--- src/rtl/core/dfs_pkg.sv ---
// Shared types, widths and codes of the depth-first topological sort block.
package dfs_pkg;

    // Field widths
    localparam int VERTEX_W = 6;
    localparam int COUNT_W  = 7;
    localparam int STATUS_W = 2;
    localparam int COLOR_W  = 2;

    // Default capacities
    localparam int MAX_VERTICES_DEF = 64;
    localparam int MAX_EDGES_DEF    = 256;

    typedef logic [VERTEX_W-1:0] vertex_t;
    typedef logic [COUNT_W-1:0]  count_t;
    typedef logic [STATUS_W-1:0] status_t;
    typedef logic [COLOR_W-1:0]  color_t;

    // Vertex marks
    localparam color_t COLOR_WHITE = 2'd0;
    localparam color_t COLOR_GRAY  = 2'd1;
    localparam color_t COLOR_BLACK = 2'd2;

    // Result status codes
    localparam status_t STATUS_OK       = 2'd0;
    localparam status_t STATUS_CYCLE    = 2'd1;
    localparam status_t STATUS_EMPTY    = 2'd2;
    localparam status_t STATUS_OVERFLOW = 2'd3;

endpackage

--- src/rtl/core/dfs_edge_if.sv ---
// Edge input channel: valid/ready handshake with one edge item as payload.
interface dfs_edge_if;
    logic             valid;
    logic             ready;
    dfs_pkg::vertex_t edge_source;
    dfs_pkg::vertex_t edge_target;
    logic             has_edge;
    logic             final_item;

    modport source (output valid, output edge_source, output edge_target,
                    output has_edge, output final_item, input ready);
    modport sink   (input valid, input edge_source, input edge_target,
                    input has_edge, input final_item, output ready);
endinterface

--- src/rtl/core/dfs_order_if.sv ---
// Result output channel: valid/ready handshake with one ordered vertex as payload.
interface dfs_order_if;
    logic             valid;
    logic             ready;
    dfs_pkg::vertex_t order_vertex;
    logic             run_last;
    dfs_pkg::status_t status;

    modport source (output valid, output order_vertex, output run_last,
                    output status, input ready);
    modport sink   (input valid, input order_vertex, input run_last,
                    input status, output ready);
endinterface

--- src/rtl/core/dfs_topological_sort_unit.sv ---
// Depth-first topological sort: edge store, sort sequencer and result register.
//
//  Channel   Direction  Transaction
//  edges     in         one edge (source, target), has_edge, final_item
//  order     out        one vertex of the order, run_last, status
//  cfg       in         vertex count write (cfg_we, cfg_wdata)
//
// Edges load at one transaction per cycle; a final_item starts the sort and edges.ready
// stays low until the run's last result is in the output register. A sort clears the
// colors, checks each root in turn, scans the edge store for each vertex it visits and
// then emits the postorder in reverse.
// Reset clears control state only; stores hold garbage until written.
// A stalled output holds the sequencer in its emit or status state.
module dfs_topological_sort_unit #(
    parameter int MAX_VERTICES = dfs_pkg::MAX_VERTICES_DEF,
    parameter int MAX_EDGES    = dfs_pkg::MAX_EDGES_DEF
) (
    input  logic            clk,
    input  logic            rst_n,
    input  logic            cfg_we,
    input  dfs_pkg::count_t cfg_wdata,
    dfs_edge_if.sink        edges,
    dfs_order_if.source     order
);
    import dfs_pkg::*;

    localparam int EC_W = $clog2(MAX_EDGES + 1);
    localparam int EA_W = (MAX_EDGES > 1) ? $clog2(MAX_EDGES) : 1;
    localparam int VA_W = (MAX_VERTICES > 1) ? $clog2(MAX_VERTICES) : 1;
    localparam int D_W  = $clog2(MAX_VERTICES + 1);
    localparam count_t          MAX_N    = COUNT_W'(MAX_VERTICES);
    localparam logic [EC_W-1:0] EDGE_CAP = EC_W'(MAX_EDGES);

    // Sequencer states
    localparam logic [3:0] S_LOAD      = 4'd0;
    localparam logic [3:0] S_START     = 4'd1;
    localparam logic [3:0] S_CLEAR     = 4'd2;
    localparam logic [3:0] S_ROOT_RD   = 4'd3;
    localparam logic [3:0] S_ROOT_CHK  = 4'd4;
    localparam logic [3:0] S_EDGE_RD   = 4'd5;
    localparam logic [3:0] S_EDGE_CHK  = 4'd6;
    localparam logic [3:0] S_COLOR_CHK = 4'd7;
    localparam logic [3:0] S_POP       = 4'd8;
    localparam logic [3:0] S_EMIT_RD   = 4'd9;
    localparam logic [3:0] S_EMIT_WAIT = 4'd10;
    localparam logic [3:0] S_SINGLE    = 4'd11;

    // Control registers
    logic [3:0]      state_reg, state_next;
    count_t          vcount_reg;
    count_t          n_reg, n_next;
    logic [EC_W-1:0] loaded_reg, loaded_next;
    logic            overflow_reg, overflow_next;
    count_t          root_reg, root_next;
    vertex_t         top_v_reg, top_v_next;
    logic [EC_W-1:0] top_c_reg, top_c_next;
    logic [D_W-1:0]  depth_reg, depth_next;
    logic [D_W-1:0]  pc_reg, pc_next;
    vertex_t         tgt_reg, tgt_next;
    status_t         single_reg, single_next;

    // Output register
    logic    out_valid_reg, out_valid_next;
    vertex_t out_vertex_reg, out_vertex_next;
    logic    out_last_reg, out_last_next;
    status_t out_status_reg, out_status_next;

    // Memories and their registered read data
    vertex_t         src_mem [MAX_EDGES];
    vertex_t         tgt_mem [MAX_EDGES];
    color_t          color_mem [MAX_VERTICES];
    vertex_t         stk_v_mem [MAX_VERTICES];
    logic [EC_W-1:0] stk_c_mem [MAX_VERTICES];
    vertex_t         post_mem [MAX_VERTICES];
    vertex_t         edge_src_rd_reg;
    vertex_t         edge_tgt_rd_reg;
    color_t          color_rd_reg;
    vertex_t         stk_v_rd_reg;
    logic [EC_W-1:0] stk_c_rd_reg;
    vertex_t         post_rd_reg;

    // Memory port controls
    logic            edge_we, edge_re;
    logic            color_we, color_re;
    logic [VA_W-1:0] color_waddr, color_raddr;
    color_t          color_wdata;
    logic            stk_we, stk_re;
    logic [VA_W-1:0] stk_waddr, stk_raddr;
    logic            post_we, post_re;
    logic [VA_W-1:0] post_raddr;

    logic            in_accept;
    logic            out_free;
    count_t          n_calc;
    logic [D_W-1:0]  depth_m1, depth_m2, pc_m1;

    assign in_accept = edges.valid && edges.ready;
    assign out_free  = !out_valid_reg || order.ready;
    assign n_calc    = (vcount_reg > MAX_N) ? MAX_N : vcount_reg;
    assign depth_m1  = depth_reg - D_W'(1);
    assign depth_m2  = depth_reg - D_W'(2);
    assign pc_m1     = pc_reg - D_W'(1);

    assign edges.ready        = (state_reg == S_LOAD);
    assign order.valid        = out_valid_reg;
    assign order.order_vertex = out_vertex_reg;
    assign order.run_last     = out_last_reg;
    assign order.status       = out_status_reg;

    // Sequencer: load, clear, walk, emit, or report a single status
    always_comb
    begin
        state_next      = state_reg;
        n_next          = n_reg;
        loaded_next     = loaded_reg;
        overflow_next   = overflow_reg;
        root_next       = root_reg;
        top_v_next      = top_v_reg;
        top_c_next      = top_c_reg;
        depth_next      = depth_reg;
        pc_next         = pc_reg;
        tgt_next        = tgt_reg;
        single_next     = single_reg;
        out_valid_next  = out_valid_reg && !order.ready;
        out_vertex_next = out_vertex_reg;
        out_last_next   = out_last_reg;
        out_status_next = out_status_reg;
        edge_we         = 1'b0;
        edge_re         = 1'b0;
        color_we        = 1'b0;
        color_re        = 1'b0;
        color_waddr     = root_reg[VA_W-1:0];
        color_raddr     = root_reg[VA_W-1:0];
        color_wdata     = COLOR_WHITE;
        stk_we          = 1'b0;
        stk_re          = 1'b0;
        stk_waddr       = depth_m1[VA_W-1:0];
        stk_raddr       = depth_m2[VA_W-1:0];
        post_we         = 1'b0;
        post_re         = 1'b0;
        post_raddr      = pc_m1[VA_W-1:0];

        case (state_reg)
            S_LOAD:
            begin
                if (in_accept)
                begin
                    // Store the edge, or flag it as dropped
                    if (edges.has_edge)
                    begin
                        if (loaded_reg < EDGE_CAP)
                        begin
                            edge_we     = 1'b1;
                            loaded_next = loaded_reg + EC_W'(1);
                        end
                        else
                        begin
                            overflow_next = 1'b1;
                        end
                    end
                    if (edges.final_item)
                    begin
                        state_next = S_START;
                    end
                end
            end
            S_START:
            begin
                n_next    = n_calc;
                root_next = '0;
                if (n_calc == '0)
                begin
                    single_next = STATUS_EMPTY;
                    state_next  = S_SINGLE;
                end
                else if (overflow_reg)
                begin
                    single_next = STATUS_OVERFLOW;
                    state_next  = S_SINGLE;
                end
                else
                begin
                    state_next = S_CLEAR;
                end
            end
            S_CLEAR:
            begin
                // Paint one vertex white per cycle
                color_we    = 1'b1;
                color_wdata = COLOR_WHITE;
                root_next   = root_reg + COUNT_W'(1);
                if (root_reg == n_reg - COUNT_W'(1))
                begin
                    root_next  = '0;
                    pc_next    = '0;
                    state_next = S_ROOT_RD;
                end
            end
            S_ROOT_RD:
            begin
                if (root_reg == n_reg)
                begin
                    state_next = S_EMIT_RD;
                end
                else
                begin
                    color_re   = 1'b1;
                    state_next = S_ROOT_CHK;
                end
            end
            S_ROOT_CHK:
            begin
                if (color_rd_reg == COLOR_BLACK)
                begin
                    root_next  = root_reg + COUNT_W'(1);
                    state_next = S_ROOT_RD;
                end
                else
                begin
                    // Start a new tree at this root
                    color_we    = 1'b1;
                    color_wdata = COLOR_GRAY;
                    top_v_next  = VERTEX_W'(root_reg);
                    top_c_next  = '0;
                    depth_next  = D_W'(1);
                    state_next  = S_EDGE_RD;
                end
            end
            S_EDGE_RD:
            begin
                if (top_c_reg < loaded_reg)
                begin
                    edge_re    = 1'b1;
                    top_c_next = top_c_reg + EC_W'(1);
                    state_next = S_EDGE_CHK;
                end
                else
                begin
                    // Out-edges exhausted: retire the vertex
                    color_we    = 1'b1;
                    color_waddr = top_v_reg[VA_W-1:0];
                    color_wdata = COLOR_BLACK;
                    post_we     = 1'b1;
                    pc_next     = pc_reg + D_W'(1);
                    depth_next  = depth_m1;
                    if (depth_reg == D_W'(1))
                    begin
                        root_next  = root_reg + COUNT_W'(1);
                        state_next = S_ROOT_RD;
                    end
                    else
                    begin
                        stk_re     = 1'b1;
                        state_next = S_POP;
                    end
                end
            end
            S_EDGE_CHK:
            begin
                if (edge_src_rd_reg != top_v_reg ||
                    {1'b0, edge_tgt_rd_reg} >= n_reg)
                begin
                    state_next = S_EDGE_RD;
                end
                else
                begin
                    color_re    = 1'b1;
                    color_raddr = edge_tgt_rd_reg[VA_W-1:0];
                    tgt_next    = edge_tgt_rd_reg;
                    state_next  = S_COLOR_CHK;
                end
            end
            S_COLOR_CHK:
            begin
                if (color_rd_reg == COLOR_GRAY)
                begin
                    single_next = STATUS_CYCLE;
                    state_next  = S_SINGLE;
                end
                else if (color_rd_reg == COLOR_BLACK)
                begin
                    state_next = S_EDGE_RD;
                end
                else
                begin
                    // Push: save the current top, descend into the target
                    stk_we      = 1'b1;
                    color_we    = 1'b1;
                    color_waddr = tgt_reg[VA_W-1:0];
                    color_wdata = COLOR_GRAY;
                    top_v_next  = tgt_reg;
                    top_c_next  = '0;
                    depth_next  = depth_reg + D_W'(1);
                    state_next  = S_EDGE_RD;
                end
            end
            S_POP:
            begin
                top_v_next = stk_v_rd_reg;
                top_c_next = stk_c_rd_reg;
                state_next = S_EDGE_RD;
            end
            S_EMIT_RD:
            begin
                post_re    = 1'b1;
                pc_next    = pc_m1;
                state_next = S_EMIT_WAIT;
            end
            S_EMIT_WAIT:
            begin
                if (out_free)
                begin
                    out_valid_next  = 1'b1;
                    out_vertex_next = post_rd_reg;
                    out_last_next   = (pc_reg == '0);
                    out_status_next = STATUS_OK;
                    if (pc_reg == '0)
                    begin
                        loaded_next   = '0;
                        overflow_next = 1'b0;
                        state_next    = S_LOAD;
                    end
                    else
                    begin
                        state_next = S_EMIT_RD;
                    end
                end
            end
            S_SINGLE:
            begin
                if (out_free)
                begin
                    out_valid_next  = 1'b1;
                    out_vertex_next = '0;
                    out_last_next   = 1'b1;
                    out_status_next = single_reg;
                    loaded_next     = '0;
                    overflow_next   = 1'b0;
                    state_next      = S_LOAD;
                end
            end
            default:
            begin
                state_next = S_LOAD;
            end
        endcase
    end

    // Control and output registers
    always_ff @(posedge clk or negedge rst_n)
    begin
        if (!rst_n)
        begin
            state_reg     <= S_LOAD;
            vcount_reg    <= '0;
            loaded_reg    <= '0;
            overflow_reg  <= 1'b0;
            out_valid_reg <= 1'b0;
        end
        else
        begin
            state_reg     <= state_next;
            loaded_reg    <= loaded_next;
            overflow_reg  <= overflow_next;
            out_valid_reg <= out_valid_next;
            if (cfg_we)
            begin
                vcount_reg <= cfg_wdata;
            end
        end
    end

    // Datapath registers, no reset
    always_ff @(posedge clk)
    begin
        n_reg          <= n_next;
        root_reg       <= root_next;
        top_v_reg      <= top_v_next;
        top_c_reg      <= top_c_next;
        depth_reg      <= depth_next;
        pc_reg         <= pc_next;
        tgt_reg        <= tgt_next;
        single_reg     <= single_next;
        out_vertex_reg <= out_vertex_next;
        out_last_reg   <= out_last_next;
        out_status_reg <= out_status_next;
    end

    // Edge store
    always_ff @(posedge clk)
    begin
        if (edge_we)
        begin
            src_mem[loaded_reg[EA_W-1:0]] <= edges.edge_source;
            tgt_mem[loaded_reg[EA_W-1:0]] <= edges.edge_target;
        end
        if (edge_re)
        begin
            edge_src_rd_reg <= src_mem[top_c_reg[EA_W-1:0]];
            edge_tgt_rd_reg <= tgt_mem[top_c_reg[EA_W-1:0]];
        end
    end

    // Color store
    always_ff @(posedge clk)
    begin
        if (color_we)
        begin
            color_mem[color_waddr] <= color_wdata;
        end
        if (color_re)
        begin
            color_rd_reg <= color_mem[color_raddr];
        end
    end

    // Stack below the cached top entry
    always_ff @(posedge clk)
    begin
        if (stk_we)
        begin
            stk_v_mem[stk_waddr] <= top_v_reg;
            stk_c_mem[stk_waddr] <= top_c_reg;
        end
        if (stk_re)
        begin
            stk_v_rd_reg <= stk_v_mem[stk_raddr];
            stk_c_rd_reg <= stk_c_mem[stk_raddr];
        end
    end

    // Postorder buffer
    always_ff @(posedge clk)
    begin
        if (post_we)
        begin
            post_mem[pc_reg[VA_W-1:0]] <= top_v_reg;
        end
        if (post_re)
        begin
            post_rd_reg <= post_mem[post_raddr];
        end
    end

endmodule

--- src/flat_wrapper.sv ---
// flat-port wrapper written by rule: the top's interface ports become plain ports
module dfs_topological_sort_unit_flat import dfs_pkg::*;
#(
    parameter int MAX_VERTICES = dfs_pkg::MAX_VERTICES_DEF,
    parameter int MAX_EDGES    = dfs_pkg::MAX_EDGES_DEF
)
  (clk, rst_n, cfg_we, cfg_wdata, edges_valid, edges_edge_source, edges_edge_target, edges_has_edge, edges_final_item, edges_ready, order_valid, order_order_vertex, order_run_last, order_status, order_ready);
  dfs_edge_if edges_i ();
  dfs_order_if order_i ();
  input  logic clk;
  input  logic rst_n;
  input  logic cfg_we;
  input  dfs_pkg::count_t cfg_wdata;
  input wire logic [$bits(edges_i.valid)-1:0] edges_valid;
  input wire logic [$bits(edges_i.edge_source)-1:0] edges_edge_source;
  input wire logic [$bits(edges_i.edge_target)-1:0] edges_edge_target;
  input wire logic [$bits(edges_i.has_edge)-1:0] edges_has_edge;
  input wire logic [$bits(edges_i.final_item)-1:0] edges_final_item;
  output wire logic [$bits(edges_i.ready)-1:0] edges_ready;
  output wire logic [$bits(order_i.valid)-1:0] order_valid;
  output wire logic [$bits(order_i.order_vertex)-1:0] order_order_vertex;
  output wire logic [$bits(order_i.run_last)-1:0] order_run_last;
  output wire logic [$bits(order_i.status)-1:0] order_status;
  input wire logic [$bits(order_i.ready)-1:0] order_ready;
  assign edges_i.valid = edges_valid;
  assign edges_i.edge_source = edges_edge_source;
  assign edges_i.edge_target = edges_edge_target;
  assign edges_i.has_edge = edges_has_edge;
  assign edges_i.final_item = edges_final_item;
  assign edges_ready = edges_i.ready;
  assign order_valid = order_i.valid;
  assign order_order_vertex = order_i.order_vertex;
  assign order_run_last = order_i.run_last;
  assign order_status = order_i.status;
  assign order_i.ready = order_ready;
  dfs_topological_sort_unit #(.MAX_VERTICES(MAX_VERTICES), .MAX_EDGES(MAX_EDGES)) u_core (.clk(clk), .rst_n(rst_n), .cfg_we(cfg_we), .cfg_wdata(cfg_wdata), .edges(edges_i), .order(order_i));
endmodule
--- config.mk ---
export PLATFORM = sky130hd
export DESIGN_NAME = dfs_topological_sort_unit_flat
export DESIGN_NICKNAME = d
export VERILOG_FILES = /design/src/rtl/core/dfs_pkg.sv /design/src/rtl/core/dfs_edge_if.sv /design/src/rtl/core/dfs_order_if.sv /design/src/rtl/core/dfs_topological_sort_unit.sv /design/src/flat_wrapper.sv
export SDC_FILE = /design/constraint.sdc
export NUM_CORES = 2
export LEC_CHECK = 0
export ABC_CLOCK_PERIOD_IN_PS = 9210
export BUFFER_PORTS_ARGS = -buffer_cell sky130_fd_sc_hd__buf_2
export CAP_MARGIN = 20
export CORE_ASPECT_RATIO = 0.5
export CORE_UTILIZATION = 35
export CTS_CLUSTER_SIZE = 24
export DETAILED_ROUTE_END_ITERATION = 10
export GPL_TIMING_DRIVEN = 0
export PLACE_DENSITY = 0.46
export SETUP_SLACK_MARGIN = 0.5
export SYNTH_ARGS = -nofsm -noshare
export SYNTH_HDL_FRONTEND = slang
export SYNTH_MEMORY_MAX_BITS = 65536
export SYNTH_SLANG_ARGS = --single-unit
--- constraint.sdc ---
create_clock -name clk -period 9.21 [get_ports clk]
set_input_delay 0.4605 -clock clk [delete_from_list [all_inputs] [get_ports clk]]
set_output_delay 0.4605 -clock clk [all_outputs]
set_load 0.05 [all_outputs]
==> summary.txt <==
Logic synthesis
  • Synth Cell Area: 0.181 sq mm
  • Synth warnings: 0
  • Post-Syn Instances: 8099
  • Synth Flop Type: edfxtp_1
  • Count of cell types in the netlist: 65
  • Sequential-to-total area share from yosys stat: 0.772
  • Ys async rst share: 0.00472
  • Synth Area per Inst: 22.4 sq um
  • EDFF count, synth: 4639
  • Yosys reg bits: 4661
  • Syn_nets: 8157

Finish
  • Finished Layout Cells: 16274
  • Filler cells: 45028
  • Final core utilization: 0.412
  • Fin nets: 9083
  • Area growth syn-to-layout: 16.9%
  • Layout cell share with drive strength beyond 1: 0.291
  • Commonest non-fill, non-tap cell in the layout: edfxtp_1
  • Commonest cells after routing, fill and taps aside: edfxtp_1 (4639), mux4_2 (1312), clkbuf_16 (448)

Timing
  • Worst clock skew: 0.0389 ns
  • Fmax: 142 MHz
  • Final Slew Violations: 0
  • Slew HR: 0.144
  • Crit share post-route: 0.767
  • Worst slew pin tran: 1.28 ns
  • # setup viols final: 0
  • Min Hold Slack: 0.0440 ns
  • Final setup TNS: 0 ns
  • Min cycle time layout: 7.06 ns
  • Final Hold Vio Count: 0
  • RSZ-0062 raised after global routing: no

Clock network
  • Post-CTS Resized: 0
  • Longest Clk Path Bufs: 4
  • CTS tree: yes
  • Setup Buffers After CTS: 0
  • Clk Latency, worst-skew pair: 1.00 ns
  • Root buf cell: clkbuf_16
  • H-tree levels: 5
  • CTS buffer count: 444
  • # clock sinks: 4661
  • # hold bufs at CTS: 29
  • Clock transition at path regs: 0.06 ns

Global route
  • Antenna violations before repair: 45
  • Pin count of the biggest net entering global routing: 136
  • Grt ovf: 0
  • First-pass GRT wire length: 760000 um
  • Vias in the first global route: 89054
  • Tot GR Track Use: 0.211

Die
  • DIE WIDTH: 1020 um
  • Core ar.: 0.514 sq mm
  • Initial Util: 0.352
  • Row count: 186
  • # IOs: 37
  • DIE AREA: 0.520 sq mm
  • Vert. Die Dim: 511 um

Power and ir drop
  • Static Leak: 65.5 nW
  • Peak supply drop: 0.190 mV
  • Pwr dens: 290 mW/mm^2
  • Total power: 61.3 mW

Routing
  • Drt first pass iters: 8
  • Final WL: 557000 um
  • Avg WL per Cell: 34.2 um
  • Antenna viol nets, final: 0
  • Remaining DRCs: 0
  • Initial drt markers: 10302
  • Vias/cell: 5.49
  • Vias: 89339

Worst setup path
  • Crit Path Class: reg -> reg
  • CP endpoint kind: flop
  • Crit path DAT: 7.73 ns
  • CP startpoint kind: flop
  • CP required: 9.88 ns
  • Peak fanout along the critical path: 10

Hold path
  • HP Class: in -> reg

Place
  • GP Congestion: 0.873
  • Hpwl dp: 386000 um
  • IO Port Bufs: 35
  • Total placed cells including tap cells: 15393

Run
  • Max-cap violations: 0

Outcome
  • Status: finished, final reports clean
==> cell type report <==
| class | instances | area, sq um | area share |
|---|---|---|---|
| inverter | 37 | 139 | 0.000656 |
| clock inverter | 270 | 2390 | 0.0113 |
| clock buffer | 545 | 11600 | 0.0548 |
| buffer | 454 | 1900 | 0.00897 |
| sequential | 4661 | 140000 | 0.661 |
| antenna | 18 | 45.0 | 0.000213 |
| multi-input combinational | 2947 | 39800 | 0.188 |
| tap | 6862 | 8590 | 0.0406 |
| timing repair buffer | 480 | 7410 | 0.0350 |
==> Yosys cell counts, types with 3 or more instances <==
master     instances  area, sq um
a21o_1             9         67.6
a222oi_1           3         30.0
a41oi_1            4         35.0
o22ai_1           56          350
or3_1              8         50.1
nor2b_1           40          250
buf_2             88          440
xor2_1            28          245
ha_1              32          400
o21ai_0           37          185
nor3b_1            3         22.5
a211oi_1          37          278
nand3b_1           6         45.0
nand3_1           53          265
o221ai_1          75          657
a21oi_1           99          495
a31oi_1           28          175
xnor2_1           17          149
dfrtp_1           22          551
and3_1            10         62.6
nand2_1          211          792
o2111ai_1          7         61.3
buf_1             79          297
nand2b_1          12         75.1
a22o_1             3         26.3
nand4_1           10         62.6
mux2i_1          209         2090
nor4_1            16          100
inv_1             34          128
clkbuf_1         284         1070
edfxtp_1        4639       139000
nor3_1            18         90.1
a22oi_1           12         90.1
and2_1            17          106
mux2_2             9          101
nor2_1           533         2000
mux4_2          1312        29500
==> final timing paths <==
path	from	end	slack [ns]	depth (start not counted)
max	u_core.depth_reg[1]	u_core.stk_v_rd_reg[0]	2.15	11
min	order_ready	u_core.order.valid	0.04	3
max reg2reg	u_core.depth_reg[1]	u_core.stk_v_rd_reg[0]	2.15	11
min reg2reg	u_core.edge_tgt_rd_reg[4]	u_core.tgt_reg[4]	0.53	0
max in group asynchronous	rst_n	u_core.state_reg[3]	8.65	2
min in group asynchronous	rst_n	u_core.order.valid	0.07	2
==> routing by layer <==
metal / vias up / track usage / routed length, um
met1: 49156 / 0.308 / 247000
met4: 4 / 0.0512 / 14600
met5: - / 0 / 30
met2: 3288 / 0.329 / 256000
met3: 691 / 0.0388 / 39000
li1: 36200 / - / -
==> stage by stage <==
stage / cell area (sq um) / worst slack (ns)
final: 212000 / 2.15
after global routing: 212000 / 1.86
after global placement: 190000 / -0.608
after CTS: 211000 / 1.92
after detailed placement: 197000 / 1.96
after floorplan: 181000 / 4.21
==> critical path, stage by stage (launching register included) <==
cell and delay, ns:
edfxtp_1 0.38, clkbuf_1 0.45, clkbuf_1 0.75, clkbuf_1 0.61, inv_1 0.37, ha_1 0.34, xor2_1 0.79, buf_2 0.56
buf_1 0.84, mux4_2 0.69, mux2i_1 0.65, a21oi_1 0.28
==> kinds of logic after synthesis <==
kind of cell | after synthesis | synth area share
AOI/OAI and AO/OA | 389 | 0.0145
and+or+nand+nor | 951 | 0.0225
adders and majority gates | 32 | 0.00221
DFF | 4661 | 0.772
xor gates and xnor gates | 45 | 0.00218
buffers and inverters | 491 | 0.0109
muxes | 1530 | 0.175
==> report_power, final <==
group | internal [mW] | switching (mW)
Sequential | 24.3 | 0.231
Combinational | 6.91 | 11.7
Clock | 9.98 | 8.22
Total | 41.2 | 20.2
(Power assumes the default switching activity.)
